### src/design/trmw_pkg.sv
// ----------------------------------------------------------------------------
// trmw_pkg: shared types and constants of the tangent radial mesh warp core
// Transaction types, cell payload structs, CORDIC table and fixed constants.
// ----------------------------------------------------------------------------
`default_nettype none

package trmw_pkg;

  localparam int MAX_GRID = 1024;

  localparam int CFG_IDX_W  = 3;
  localparam int CFG_DATA_W = 24;

  localparam logic [10:0] GRID_COLS_RESET    = 11'd80;
  localparam logic [10:0] GRID_ROWS_RESET    = 11'd60;
  localparam logic [19:0] FOCAL_LENGTH_RESET = 20'd18432;
  localparam logic [15:0] OUT_SCALE_RESET    = 16'd4096;
  localparam logic [23:0] TEX_DIM            = 24'd212365;

  localparam int SQ_STAGES     = 27;
  localparam int THETA_STAGES  = 31;
  localparam int CORDIC_STAGES = 30;
  localparam int TAN_STAGES    = 40;
  localparam int U_STAGES      = 25;

  localparam logic signed [33:0] CORDIC_X0   = 34'sd652032874;
  localparam logic [30:0]        THETA_LIMIT = 31'd1685581137;
  localparam logic [24:0]        TEX_MAX     = 25'h1FF_FFFF;
  localparam logic [31:0]        POS_MAX     = 32'h7FFF_FFFF;
  localparam logic [31:0]        NEG_MAX     = 32'h8000_0000;

  typedef enum logic [CFG_IDX_W-1:0] {
    REG_GRID_COLS    = 3'd0,
    REG_GRID_ROWS    = 3'd1,
    REG_FOCAL_LENGTH = 3'd2,
    REG_OUT_SCALE    = 3'd3,
    REG_TEX_STEP_X   = 3'd4,
    REG_TEX_STEP_Y   = 3'd5
  } trmw_reg_e;

  typedef struct packed {
    logic [9:0] col_index;
    logic [9:0] row_index;
  } trmw_item_t;

  typedef struct packed {
    logic signed [31:0] vertex_x;
    logic signed [31:0] vertex_y;
    logic [24:0]        tex_u;
    logic [24:0]        tex_v;
    logic               warp_saturated;
  } trmw_result_t;

  typedef struct packed {
    logic signed [12:0] hx;
    logic signed [12:0] hy;
    logic [24:0]        tex_u;
    logic [24:0]        tex_v;
    logic               zero;
    logic               big;
    logic [26:0]        rq;
    logic [39:0]        tq;
  } trmw_side_t;

  typedef struct packed {
    logic       valid;
    trmw_side_t side;
    logic [28:0] rem;
    logic [26:0] root;
    logic [53:0] rad;
  } trmw_sqrt_t;

  typedef struct packed {
    logic [31:0] rem;
    logic [39:0] num;
    logic [39:0] quo;
    logic [31:0] dvs;
  } trmw_div_lane_t;

  typedef struct packed {
    logic                  valid;
    trmw_side_t            side;
    trmw_div_lane_t [1:0]  lane;
  } trmw_div_t;

  typedef struct packed {
    logic               valid;
    trmw_side_t         side;
    logic signed [33:0] x;
    logic signed [33:0] y;
    logic signed [33:0] z;
  } trmw_cordic_t;

  function automatic logic [29:0] atan_q30(input int unsigned i);
    logic [29:0] a;
    case (i)
      0:  a = 30'd843314857;
      1:  a = 30'd497837829;
      2:  a = 30'd263043837;
      3:  a = 30'd133525159;
      4:  a = 30'd67021687;
      5:  a = 30'd33543516;
      6:  a = 30'd16775851;
      7:  a = 30'd8388437;
      8:  a = 30'd4194283;
      9:  a = 30'd2097149;
      10: a = 30'd1048576;
      11: a = 30'd524288;
      12: a = 30'd262144;
      13: a = 30'd131072;
      14: a = 30'd65536;
      15: a = 30'd32768;
      16: a = 30'd16384;
      17: a = 30'd8192;
      18: a = 30'd4096;
      19: a = 30'd2048;
      20: a = 30'd1024;
      21: a = 30'd512;
      22: a = 30'd256;
      23: a = 30'd128;
      24: a = 30'd64;
      25: a = 30'd32;
      26: a = 30'd16;
      27: a = 30'd8;
      28: a = 30'd4;
      29: a = 30'd2;
      default: a = 30'd0;
    endcase
    return a;
  endfunction

endpackage

`default_nettype wire

### src/design/trmw_div_cell.sv
// ----------------------------------------------------------------------------
// trmw_div_cell: one quotient bit of a restoring divider, two lanes
// Shifts in one dividend bit per lane and subtracts the divisor when it fits.
// ----------------------------------------------------------------------------
`default_nettype none

module trmw_div_cell (
  input  logic              clk,
  input  logic              rst,
  input  logic              en,
  input  trmw_pkg::trmw_div_t d,
  output trmw_pkg::trmw_div_t q
);
  import trmw_pkg::*;

  trmw_div_lane_t [1:0] nxt;

  always_comb begin
    logic [32:0] t;
    logic [32:0] dv;
    logic        ge;
    for (int k = 0; k < 2; k++) begin
      t  = {d.lane[k].rem, d.lane[k].num[39]};
      dv = {1'b0, d.lane[k].dvs};
      ge = t >= dv;
      nxt[k].rem = ge ? 32'(t - dv) : t[31:0];
      nxt[k].num = {d.lane[k].num[38:0], 1'b0};
      nxt[k].quo = {d.lane[k].quo[38:0], ge};
      nxt[k].dvs = d.lane[k].dvs;
    end
  end

  always_ff @(posedge clk) begin
    if (rst) begin
      q.valid <= 1'b0;
    end else if (en) begin
      q.valid <= d.valid;
    end
    if (en) begin
      q.side <= d.side;
      q.lane <= nxt;
    end
  end

endmodule

`default_nettype wire

### config.mk
export PLATFORM = sky130hd
export DESIGN_NAME = trmw_div_cell
export DESIGN_NICKNAME = d
export VERILOG_FILES = /design/src/design/trmw_pkg.sv /design/src/design/trmw_div_cell.sv
export SDC_FILE = /design/constraint.sdc
export NUM_CORES = 1
export LEC_CHECK = 0
export ABC_AREA = 1
export BUFFER_PORTS_ARGS = -buffer_cell sky130_fd_sc_hd__buf_2
export CAP_MARGIN = 10
export CORE_AREA = 5 5 331 333
export CTS_BUF_LIST = sky130_fd_sc_hd__clkbuf_8
export DETAILED_ROUTE_END_ITERATION = 8
export DIE_AREA = 0 0 336 338
export PLACE_DENSITY = 0.42
export SLEW_MARGIN = 20
export SYNTH_ARGS = -nofsm -noshare
export SYNTH_HDL_FRONTEND = slang
export SYNTH_SLANG_ARGS = --single-unit
### constraint.sdc
create_clock -name clk -period 2.95 [get_ports clk]
set_clock_uncertainty 0.1 [all_clocks]
set_input_delay 0.59 -clock clk [delete_from_list [all_inputs] [get_ports clk]]
set_output_delay 0.59 -clock clk [all_outputs]
set_load 0.01 [all_outputs]
Word-level counts from Yosys, hierarchy flattened
Cells that the tools add are included.
- add/subtract/negate cells: 2
- $lt $le $gt $ge: 2
- mux-type cells: 2
- operator list (operator ; number):
    $ge 33x32->1 ; 2
    $mux 32 ; 2
    $sub 32x32->32 ; 2
- flip-flop bits (word level): 432
- input bits: 437

Logic depth before layout (Yosys ltp)
- depth after elaboration: 2
- mapped depth: 16

Least setup slack after synthesis
Ideal clock, no wire load.
- path type: input-to-reg
- start point: in d[172] in the netlist's numbering
- end point: reg q[282] in the netlist's numbering (data pin)
- library setup time: 0.253 ns
- arrival time: 1.952 ns
- required time: 2.597 ns
- setup slack: 0.645 ns
- stages on the path: 13
- path buffers: 1
- cells stage by stage: inv_1 > ha_1 > nand2_1 > inv_1 > nand2_1 > nand2_1 > a21oi_1 > nand2_1 > nor2_2 > nand2_4 > buf_6 > nand3_1 > nand2_1
- RTL lines (what ; RTL line ; text):
    start: declaration ; trmw_div_cell.sv:11 ; input trmw_pkg::trmw_div_t d,
    end: declaration ; trmw_div_cell.sv:12 ; output trmw_pkg::trmw_div_t q

==> results_dict.tcl <==
set metrics [dict create \
    fin_crit_ns 2.72 \
    htree_levels 3 \
    worstPathCellList "dlygate4sd3_1 -> buf_2 -> inv_1 -> ha_1 -> a21oi_1 -> nand2_1 -> a21oi_1 -> nand2_1 -> nor2_4 -> nand2_4 -> buf_12 -> nand3_1 -> nand2_1" \
    swShare 0.295 \
    timing.hold.ws_ns 0.119 \
    p_leak_nw 14.7 \
    nets 3595 \
    coreArea_sq_um 106000 \
    netlist_area_sq_um 19300 \
    tns_ns 0 \
    pin_count 871 \
    clockRootBuffer "clkbuf_8" \
    reg2reg_from "q[433]" \
    setup_ws_ns 0.233 \
    p_int_mw 11.9 \
    final_common_cell "buf_2" \
    totalWireLength_um 94300 \
    die_area_sq_um 114000 \
    avgViaCountPerCell 3.79 \
    utilization 0.293 \
    syn2layout_area_growth_pct 61.0 \
    first_pass_iters 5 \
    critPathKind "in -> reg" \
    rr_endpoint "q[433]" \
    synth_cells 1741 \
    die_w_um 336 \
    rsz0062_at_grt "no" \
    worstPathRequired_ns 3.30 \
    yosysUniqueCellTypes 32 \
    crit_path_end_kind "register" \
    synth-seq-cells 432 \
    num_vias 17300 \
    drc 0 \
    peakVddDrop_uv 360 \
    path_clk_slew_ns 0.05 \
    synth.avg_cell_area_sq_um 11.1 \
    clkLatencyLatePin_ns 0.70 \
    place.gp.congestion 0.902 \
    largest_reg_flops 432 \
    slew_viol_final 0 \
    grtUsageTotal 0.157 \
    power_frac_comb 0.200 \
    top_regs "q (432)" \
    grt_overflow_total 0 \
    cpMaxStageDelayCell "dlygate4sd3_1" \
    die_height_um 338 \
    hp-start "d[264]" \
    final_cell_mix "buf_2, nand2_1, edfxtp_1" \
    cp-start-kind "primary input" \
    antenna_found_initial 27 \
    max_freq_mhz 368 \
    cp_common_cell "nand2_1" \
    dp_slack_ns -0.0195 \
    seq_area_frac_synth 0.670 \
    p_per_area_nw_per_um2 540 \
    finalHoldViolCount 0 \
    worstRegToRegCells 2 \
    status "complete, no violations" \
    grt_max_degree 64 \
    crit_arrival_ns 3.06 \
    post-dp-hpwl_um 77100 \
    seqPwrFrac 0.452 \
    port_buffers 866 \
    row_count 120 \
    start_util 0.182 \
    crit_family "buffers and inverters" \
    setup_viol 0 \
    numCtsBuffers 81 \
    max_stage_delay_ns 0.52 \
    ant_nets 0 \
    hold_end "q[265]" \
    drive_gt1_frac 0.341 \
    cp_max_fo 14 \
    hp-class "in -> reg" \
    drv_cap 0 \
    r2r_slack_ns 2.26 \
    drt_iter0_markers 742 \
    finalCritPeriodShare 0.921 \
    grt_pass1_wl_um 127000 \
    regMostFlops "q" \
    cts_sinks 432 \
    grt_pass1_vias 17900 \
    min_delay_path_depth 3 \
    yosys_warnings 0 \
    p_clk_frac 0.347 \
    p_sw_mw 4.96 \
    crit_buf_inv 4 \
    cts_tree "done" \
    routedWlPerCell_um 20.7 \
    clockBufferDepth 3 \
]
[kinds of logic (layout without fill, tap and decap cells)]
group	Yosys count	after routing	share of synthesized area
xor+xnor	28	28	0.0127
flops	432	432	0.670
buf+inv	326	1741	0.0681
mux	1	1	0.000517
fa+ha+maj	66	66	0.0435
other cells	1	9	0.000194
compound gates	47	47	0.0127
simple gates	840	840	0.192
[final cells by class]
class / instances / area [sq um]
Antenna cell: 7 / 17.5
Clock buffer: 81 / 1110
Clock inverter: 67 / 463
Fill cell: 11200 / 75100
Inverter: 304 / 1140
Multi-Input combinational cell: 984 / 5080
Sequential cell: 432 / 13000
Tap cell: 1403 / 1760
Timing Repair Buffer: 1289 / 8620
[worst register-to-register path, delay by kind of cell, from the launching register on]
| family | cells | cell delay [ns] |
|---|---|---|
| simple gates | 1 | 0.05 |
| flops | 1 | 0.31 |
| mux | 1 | 0.13 |
[cells in the mapped netlist, drive strengths merged]
library cell  number  area share
o21ai              4      0.0010
buf               22      0.0091
nor2              87       0.019
xnor2              2     0.00091
fa                 2      0.0021
mux2i              1     0.00052
ha                64       0.041
edfxtp           431        0.67
nand4              4      0.0013
nor3              21      0.0065
nand3b            24      0.0093
conb               1     0.00019
nand3            132       0.041
nand2            559        0.11
dfxtp              1      0.0010
xor2              26       0.012
a21oi             39       0.010
inv              304       0.059
and2              13      0.0042
a21o               4      0.0016
[per-stage QoR]
stage	instance area (sq um)	power, mW	cells
2_1_floorplan	19400	8.99	1742
3_3_place_gp	25800	10.7	4042
3_5_place_dp	25800	10.7	4042
4_1_cts	31100	17.2	4560
5_1_grt	31100	17.7	4565
6_report	31200	16.8	4567
[worst max path at each step]
stage	startpoint	end	cells after the start
after floorplan	d[172]	q[282]	13
after global placement	d[172]	q[284]	12
after detailed placement	d[172]	q[284]	12
after CTS	d[171]	q[284]	15
after global routing	d[171]	q[273]	15
final	d[172]	q[284]	13
[timing repair]
item / 4_1_cts / 5_1_grt
buffers inserted: 0 / 0
resized for setup: 0 / 1
endpoints found under the hold margin: 370 / 0
setup endpoints to repair: 0 / 2
hold buffers: 370 / 0
[metal layers]
metal / wire (um) / share of wire / vias up / GRT usage
met1: 33000 / 0.35 / 7962 / 0.159
met5: 98 / 0.0010 / - / 0
met2: 48800 / 0.52 / 719 / 0.291
met4: 4660 / 0.049 / 16 / 0.0766
met3: 7750 / 0.082 / 177 / 0.0511
li1: - / - / 8429 / -
[power groups by stage]
stage,combinational (mW),clock (mW),sequential [mW]
after CTS,3.44,6.14,7.62
after global placement,3.00,0,7.73
after global routing,3.69,6.39,7.65
after detailed placement,2.99,0,7.73
final,3.37,5.84,7.60
after floorplan,1.01,0,7.98
(Power assumes the default switching activity.)
