$ cat config.mk
export PLATFORM = sky130hd
export DESIGN_NAME = trmw_cordic_cell
export DESIGN_NICKNAME = d
export VERILOG_FILES = /design/src/design/trmw_pkg.sv /design/src/design/trmw_cordic_cell.sv
export SDC_FILE = /design/constraint.sdc
export NUM_CORES = 1
export LEC_CHECK = 0
export ABC_AREA = 0
export BUFFER_PORTS_ARGS = -buffer_cell sky130_fd_sc_hd__clkbuf_2
export CORE_ASPECT_RATIO = 0.6
export CORE_MARGIN = 4
export CORE_UTILIZATION = 31
export DETAILED_ROUTE_END_ITERATION = 10
export HOLD_SLACK_MARGIN = 0.03
export PLACE_DENSITY = 0.6
export SLEW_MARGIN = 20
export SYNTH_ARGS = -nofsm -noshare
export SYNTH_HDL_FRONTEND = slang
export SYNTH_SLANG_ARGS = --single-unit
$ cat constraint.sdc
create_clock -name clk -period 3.5 [get_ports clk]
set_input_delay 0 -clock clk [delete_from_list [all_inputs] [get_ports clk]]
set_output_delay 0 -clock clk [all_outputs]
set_load 0.01 [all_outputs]
$ cat src/design/trmw_pkg.sv
// ----------------------------------------------------------------------------
// trmw_pkg: shared types and constants of the tangent radial mesh warp core
// Transaction types, cell payload structs, CORDIC table and fixed constants.
// ----------------------------------------------------------------------------
`default_nettype none

package trmw_pkg;

  localparam int MAX_GRID = 1024;

  localparam int CFG_IDX_W  = 3;
  localparam int CFG_DATA_W = 24;

  localparam logic [10:0] GRID_COLS_RESET    = 11'd80;
  localparam logic [10:0] GRID_ROWS_RESET    = 11'd60;
  localparam logic [19:0] FOCAL_LENGTH_RESET = 20'd18432;
  localparam logic [15:0] OUT_SCALE_RESET    = 16'd4096;
  localparam logic [23:0] TEX_DIM            = 24'd212365;

  localparam int SQ_STAGES     = 27;
  localparam int THETA_STAGES  = 31;
  localparam int CORDIC_STAGES = 30;
  localparam int TAN_STAGES    = 40;
  localparam int U_STAGES      = 25;

  localparam logic signed [33:0] CORDIC_X0   = 34'sd652032874;
  localparam logic [30:0]        THETA_LIMIT = 31'd1685581137;
  localparam logic [24:0]        TEX_MAX     = 25'h1FF_FFFF;
  localparam logic [31:0]        POS_MAX     = 32'h7FFF_FFFF;
  localparam logic [31:0]        NEG_MAX     = 32'h8000_0000;

  typedef enum logic [CFG_IDX_W-1:0] {
    REG_GRID_COLS    = 3'd0,
    REG_GRID_ROWS    = 3'd1,
    REG_FOCAL_LENGTH = 3'd2,
    REG_OUT_SCALE    = 3'd3,
    REG_TEX_STEP_X   = 3'd4,
    REG_TEX_STEP_Y   = 3'd5
  } trmw_reg_e;

  typedef struct packed {
    logic [9:0] col_index;
    logic [9:0] row_index;
  } trmw_item_t;

  typedef struct packed {
    logic signed [31:0] vertex_x;
    logic signed [31:0] vertex_y;
    logic [24:0]        tex_u;
    logic [24:0]        tex_v;
    logic               warp_saturated;
  } trmw_result_t;

  typedef struct packed {
    logic signed [12:0] hx;
    logic signed [12:0] hy;
    logic [24:0]        tex_u;
    logic [24:0]        tex_v;
    logic               zero;
    logic               big;
    logic [26:0]        rq;
    logic [39:0]        tq;
  } trmw_side_t;

  typedef struct packed {
    logic       valid;
    trmw_side_t side;
    logic [28:0] rem;
    logic [26:0] root;
    logic [53:0] rad;
  } trmw_sqrt_t;

  typedef struct packed {
    logic [31:0] rem;
    logic [39:0] num;
    logic [39:0] quo;
    logic [31:0] dvs;
  } trmw_div_lane_t;

  typedef struct packed {
    logic                  valid;
    trmw_side_t            side;
    trmw_div_lane_t [1:0]  lane;
  } trmw_div_t;

  typedef struct packed {
    logic               valid;
    trmw_side_t         side;
    logic signed [33:0] x;
    logic signed [33:0] y;
    logic signed [33:0] z;
  } trmw_cordic_t;

  function automatic logic [29:0] atan_q30(input int unsigned i);
    logic [29:0] a;
    case (i)
      0:  a = 30'd843314857;
      1:  a = 30'd497837829;
      2:  a = 30'd263043837;
      3:  a = 30'd133525159;
      4:  a = 30'd67021687;
      5:  a = 30'd33543516;
      6:  a = 30'd16775851;
      7:  a = 30'd8388437;
      8:  a = 30'd4194283;
      9:  a = 30'd2097149;
      10: a = 30'd1048576;
      11: a = 30'd524288;
      12: a = 30'd262144;
      13: a = 30'd131072;
      14: a = 30'd65536;
      15: a = 30'd32768;
      16: a = 30'd16384;
      17: a = 30'd8192;
      18: a = 30'd4096;
      19: a = 30'd2048;
      20: a = 30'd1024;
      21: a = 30'd512;
      22: a = 30'd256;
      23: a = 30'd128;
      24: a = 30'd64;
      25: a = 30'd32;
      26: a = 30'd16;
      27: a = 30'd8;
      28: a = 30'd4;
      29: a = 30'd2;
      default: a = 30'd0;
    endcase
    return a;
  endfunction

endpackage

`default_nettype wire

$ cat src/design/trmw_cordic_cell.sv
// ----------------------------------------------------------------------------
// trmw_cordic_cell: one micro-rotation of the sine/cosine CORDIC
// Rotates by the table angle of its step toward the residual angle.
// ----------------------------------------------------------------------------
`default_nettype none

module trmw_cordic_cell #(
  parameter int unsigned STEP = 0
) (
  input  logic                 clk,
  input  logic                 rst,
  input  logic                 en,
  input  trmw_pkg::trmw_cordic_t d,
  output trmw_pkg::trmw_cordic_t q
);
  import trmw_pkg::*;

  localparam logic signed [33:0] ATAN = {4'b0000, atan_q30(STEP)};

  logic signed [33:0] dx;
  logic signed [33:0] dy;

  always_comb begin
    dx = d.y >>> STEP;
    dy = d.x >>> STEP;
  end

  always_ff @(posedge clk) begin
    if (rst) begin
      q.valid <= 1'b0;
    end else if (en) begin
      q.valid <= d.valid;
    end
    if (en) begin
      q.side <= d.side;
      if (!d.z[33]) begin
        q.x <= d.x - dx;
        q.y <= d.y + dy;
        q.z <= d.z - ATAN;
      end else begin
        q.x <= d.x + dx;
        q.y <= d.y - dy;
        q.z <= d.z + ATAN;
      end
    end
  end

endmodule

`default_nettype wire

---- Yosys cells after proc, flatten, opt, wreduce, memory -nomap -nowiden ----
Cells that the tools add are included.
word-level totals
  flip-flop bits (word level) ............. 248
  bits of input ports ..................... 251
operators by class
  add/subtract/negate cells ............... 5
  multiplexer cells ....................... 1
operators by type and width
  kind                    count
  $mux 102                1
  $sub 34x34->34          2
  $add 34x31->34 const B  1
  $add 34x34->34          1
  $sub 34x31->34 const B  1

---- Depth between registers and ports, before layout ----
  word-level depth ........................ 2
  gate-level depth with buffers ........... 13
  gate-level depth less buffers ........... 12

---- Worst setup path before layout ----
Ideal clock, no wire load.
  path kind ............................... input -> register
  start ................................... input d[33] (netlist bit)
  end ..................................... register q[32] (netlist bit) (data pin)
  setup slack ............................. 0.092 ns
  arrival time ............................ 3.150 ns
  stages on the path ...................... 13
  setup time .............................. 0.258 ns
  path buffers ............................ 2
  cell sequence ........................... inv_1 clkbuf_1 buf_1 ha_1 and4_4 nor2b_1 o31a_1 nor3_2 a21oi_1 a221o_1 a211o_1 a21oi_2 xnor2_1
between the ends
  longest elaborated chain between the ends .. 1
RTL lines
  what             RTL line                RTL
  start, declared  trmw_cordic_cell.sv:13  input trmw_pkg::trmw_cordic_t d,
  $mux 102         trmw_cordic_cell.sv:36  if (!d.z[33]) begin
  end, declared    trmw_cordic_cell.sv:14  output trmw_pkg::trmw_cordic_t q
No other way between the ends.
A chain may end at the register's enable or synchronous reset.

---- Worst setup path in the final report ----
  start ................................... input d[68] (netlist bit)
  end ..................................... register q[66] (netlist bit) (data pin)
between the ends
  longest elaborated chain between the ends .. 2
  elaborated cells on any way between the ends .. 3
  classes of those cells .................. 2 x add/sub; 1 x mux
RTL lines
  what                                                     RTL line
  $add 34x34->34 / $sub 34x34->34 (equally long branches)  trmw_cordic_cell.sv:38, trmw_cordic_cell.sv:42
  $mux 102 *                                               trmw_cordic_cell.sv:36
Every way passes the cells marked *; elsewhere a longest branch is shown, timed or not.

==> flow_summary.toml <==
[finish]
syn2layout_area_growth_pct = 40.7
mostFrequentLayoutCell = "sky130_fd_sc_hd__clkbuf_2"
layout_top_registers = "q (247)"
num-nets-final = 2442
final_layout_size_suffix_gt1_frac = 0.283
regArea_um2 = 7410
finish.instance_area_um2 = 20900
highest_count_cells_in_the_layout_ignoring_fill_and_taps = "sky130_fd_sc_hd__clkbuf_2, sky130_fd_sc_hd__edfxtp_1, sky130_fd_sc_hd__dlygate4sd3_1, sky130_fd_sc_hd__a21oi_1, sky130_fd_sc_hd__ha_1"
finalNonFillerCells = 2699
filler_cell_count = 4350
diodes = 0
max_flop_register = "q"
multi_input_area_um2 = 6800
finish.utilization = 0.446
largest_register_ffs = 247

[synth]
synth_compound_gate_area_share = 0.183
synth_area_leaders = "sky130_fd_sc_hd__edfxtp_1, sky130_fd_sc_hd__ha_1, sky130_fd_sc_hd__a21oi_1"
postSynth.topFlopCell = "sky130_fd_sc_hd__edfxtp_1"
synth_enable_flop_cells = 246
netlist.area_leader.share = 0.498
synthDistinctLibCells = 82
synth_xor_xnor_area_share = 0.0549
synth.largest_area_cell = "sky130_fd_sc_hd__edfxtp_1"
synth_adder_area_share = 0.116
seq_area_frac_synth = 0.499
synth_async_sr_flop_share = 0
synth-seq-cells = 247
synth_top_family_by_area = "compound AO/OA/AOI/OAI gates"
post_synth_mux_area_share = 0.00751
synth_area_um2 = 14800
net_count_of_the_mapped_netlist = 1752
post_synth_and_or_nand_nor_area_fraction = 0.0969
average_instance_area_after_synthesis_um2 = 10.9
yosysWarningCount = 0
synth_cells = 1366

[global_route]
grt_util_all_layers = 0.197
first_global_vias = 13200
grt-ovfl-total = 0
antenna_found_initial = 1
grt_first_pass_wirelength_um = 80000
grt_max_degree = 113

[clocking]
path_clk_slew_ns = 0.06
cts_tree = "done"
clock_latency_reported_for_the_late_side_of_the_worst_skew_pair_ns = 0.54
clockRootBuffer = "sky130_fd_sc_hd__clkbuf_16"
cts_buffers = 27
cts_num_sinks = 247
htree_levels = 1
clockBufferDepth = 3

[floorplan]
die_height_um = 177
dieWidth_um = 290
rows = 61
io_pins = 499
core-area_um2 = 46800
effective_utilization_at_floorplan = 0.317
fp.dieArea_um2 = 51500

[timing]
final-setup-viol-count = 0
layout_worst_path_cycle_share = 0.928
rsz0062_at_grt = "no"
highest_achievable_clock_rate_mhz = 308
timing.hold.ws_ns = 0.0295
slew_viol_final = 0
final-hold-violation-count = 0
post-route-min-period_ns = 3.25
timing.slew.headroom = 0.372
tightest_slew_ns = 0.942
finalSetupTns_ns = 0
finClkSkew_ns = 0

[place]
routabilityCongestion = 0.973
placed_area_um2 = 18100
port_buffers = 498
placedCellCount = 2471
detailed_placement_hpwl_um = 42300

[worst_setup_path]
path_delay_family = "compound AO/OA/AOI/OAI gates"
timing.critical_path.slowest_cell_delay_ns = 0.56
crit_type = "input port to register"
crit_chain = "dlygate4sd3_1 > clkbuf_2 > ha_1 > fa_1 > nand3b_1 > a21boi_1 > o21ai_1 > a211oi_2 > nor3_1 > o41ai_2 > a221oi_1 > a311oi_1 > xnor2_1"
combined_buffer_and_inverter_count_along_the_critical_path = 2
crit_path_max_fanout = 4
critical_path.slowest_cell = "sky130_fd_sc_hd__dlygate4sd3_1"
critPathRequiredTime_ns = 3.80
worstSetupStartpoint = "d[68]"
cp_data_arrival_time_ns = 3.54
worstReg2RegStart = "q[247]$_SDFFE_PP0P_"
worstSetupEndpointType = "register"
worstSetupStartpointType = "input port"

[routing]
detail_route.drc_violations = 0
detail_route.first_pass.iterations = 5
drt_iter0_drc = 1248
detail_route.wirelength_um = 54100
final_antenna_net_count = 0
dr_total_vias = 13700
viasPerCell = 5.07
post_drt_wl_per_cell_um = 20.0

[hold_path]
worstHoldPathType = "input port to register"
hold_path.startpoint = "en"

[pwr]
power.ir.vdd_worst_uv = 376
cellLeakagePower_nw = 9.29
power-per-cell-area_nw_per_um2 = 440

[outcome]
result_of_the_run = "completed"

[job]
cap_violations = 0
power breakdown:
group	switching (W)	internal [W]
Clock	0.00115	0.00170
Sequential	0.0000973	0.00369
Combinational	0.00152	0.00103
metal layers:
metal / track usage / routed length, um / share of wire / up-vias
met5: 0 / 13 / 0.00024 / -
met4: 0.0487 / 1460 / 0.027 / 2
met3: 0.0494 / 4850 / 0.090 / 77
met2: 0.312 / 24400 / 0.45 / 632
met1: 0.271 / 23400 / 0.43 / 6549
li1: - / - / - / 6424
worst paths after layout:
path,slack (ns),cells after the start,to
worst max register to register,2.34,3,q[247]$_SDFFE_PP0P_
worst max-delay path,0.25,13,q[66]$_DFFE_PP_
worst min register to register,1.08,3,q[247]$_SDFFE_PP0P_
worst min-delay path,0.03,1,q[109]$_DFFE_PP_
what timing repair did:
item | 4_1_cts | 5_1_grt
buffers inserted | 0 | 0
endpoints found under the hold margin | 179 | 0
hold buffers | 186 | 0
resized for setup | 0 | 0
cell families (layout without fill, tap and decap cells):
kind of cell | count (synthesis) | after routing
AO/OA/AOI/OAI | 423 | 423
XOR/XNOR | 93 | 93
adder cells (fa/ha/maj) | 135 | 135
buffers and inverters | 161 | 864
flip-flops | 247 | 247
multiplexers | 11 | 11
AND/OR/NAND/NOR | 296 | 296
per-stage QoR:
step / power (W) / worst slack, ns
floorplan: 0.00510 / 0.0920
global placement: 0.00616 / 0.354
detailed placement: 0.00617 / 0.254
CTS: 0.00923 / 0.356
global route: 0.00962 / 0.105
finish: 0.00918 / 0.251
cells in the mapped netlist, types with 17 or more instances:
cell type and n:
sky130_fd_sc_hd__a21o_1 34, sky130_fd_sc_hd__a21oi_1 150, sky130_fd_sc_hd__clkbuf_1 29, sky130_fd_sc_hd__edfxtp_1 246
sky130_fd_sc_hd__ha_1 131, sky130_fd_sc_hd__inv_1 108, sky130_fd_sc_hd__nand2_1 69, sky130_fd_sc_hd__nand3_1 21
sky130_fd_sc_hd__nand4_1 17, sky130_fd_sc_hd__nor2_1 96, sky130_fd_sc_hd__nor3_1 18, sky130_fd_sc_hd__o21ai_0 65
sky130_fd_sc_hd__o21bai_1 26, sky130_fd_sc_hd__xnor2_1 74, sky130_fd_sc_hd__xor2_1 19
cell type report:
cell class | count | area share
Sequential cell | 247 | 0.355
Inverter | 114 | 0.0205
Clock buffer | 28 | 0.0326
Clock inverter | 14 | 0.00917
Timing Repair Buffer | 708 | 0.219
Tap cell | 630 | 0.0378
Multi-Input combinational cell | 958 | 0.326
Note: power is estimated with default switching activity, not from simulation.
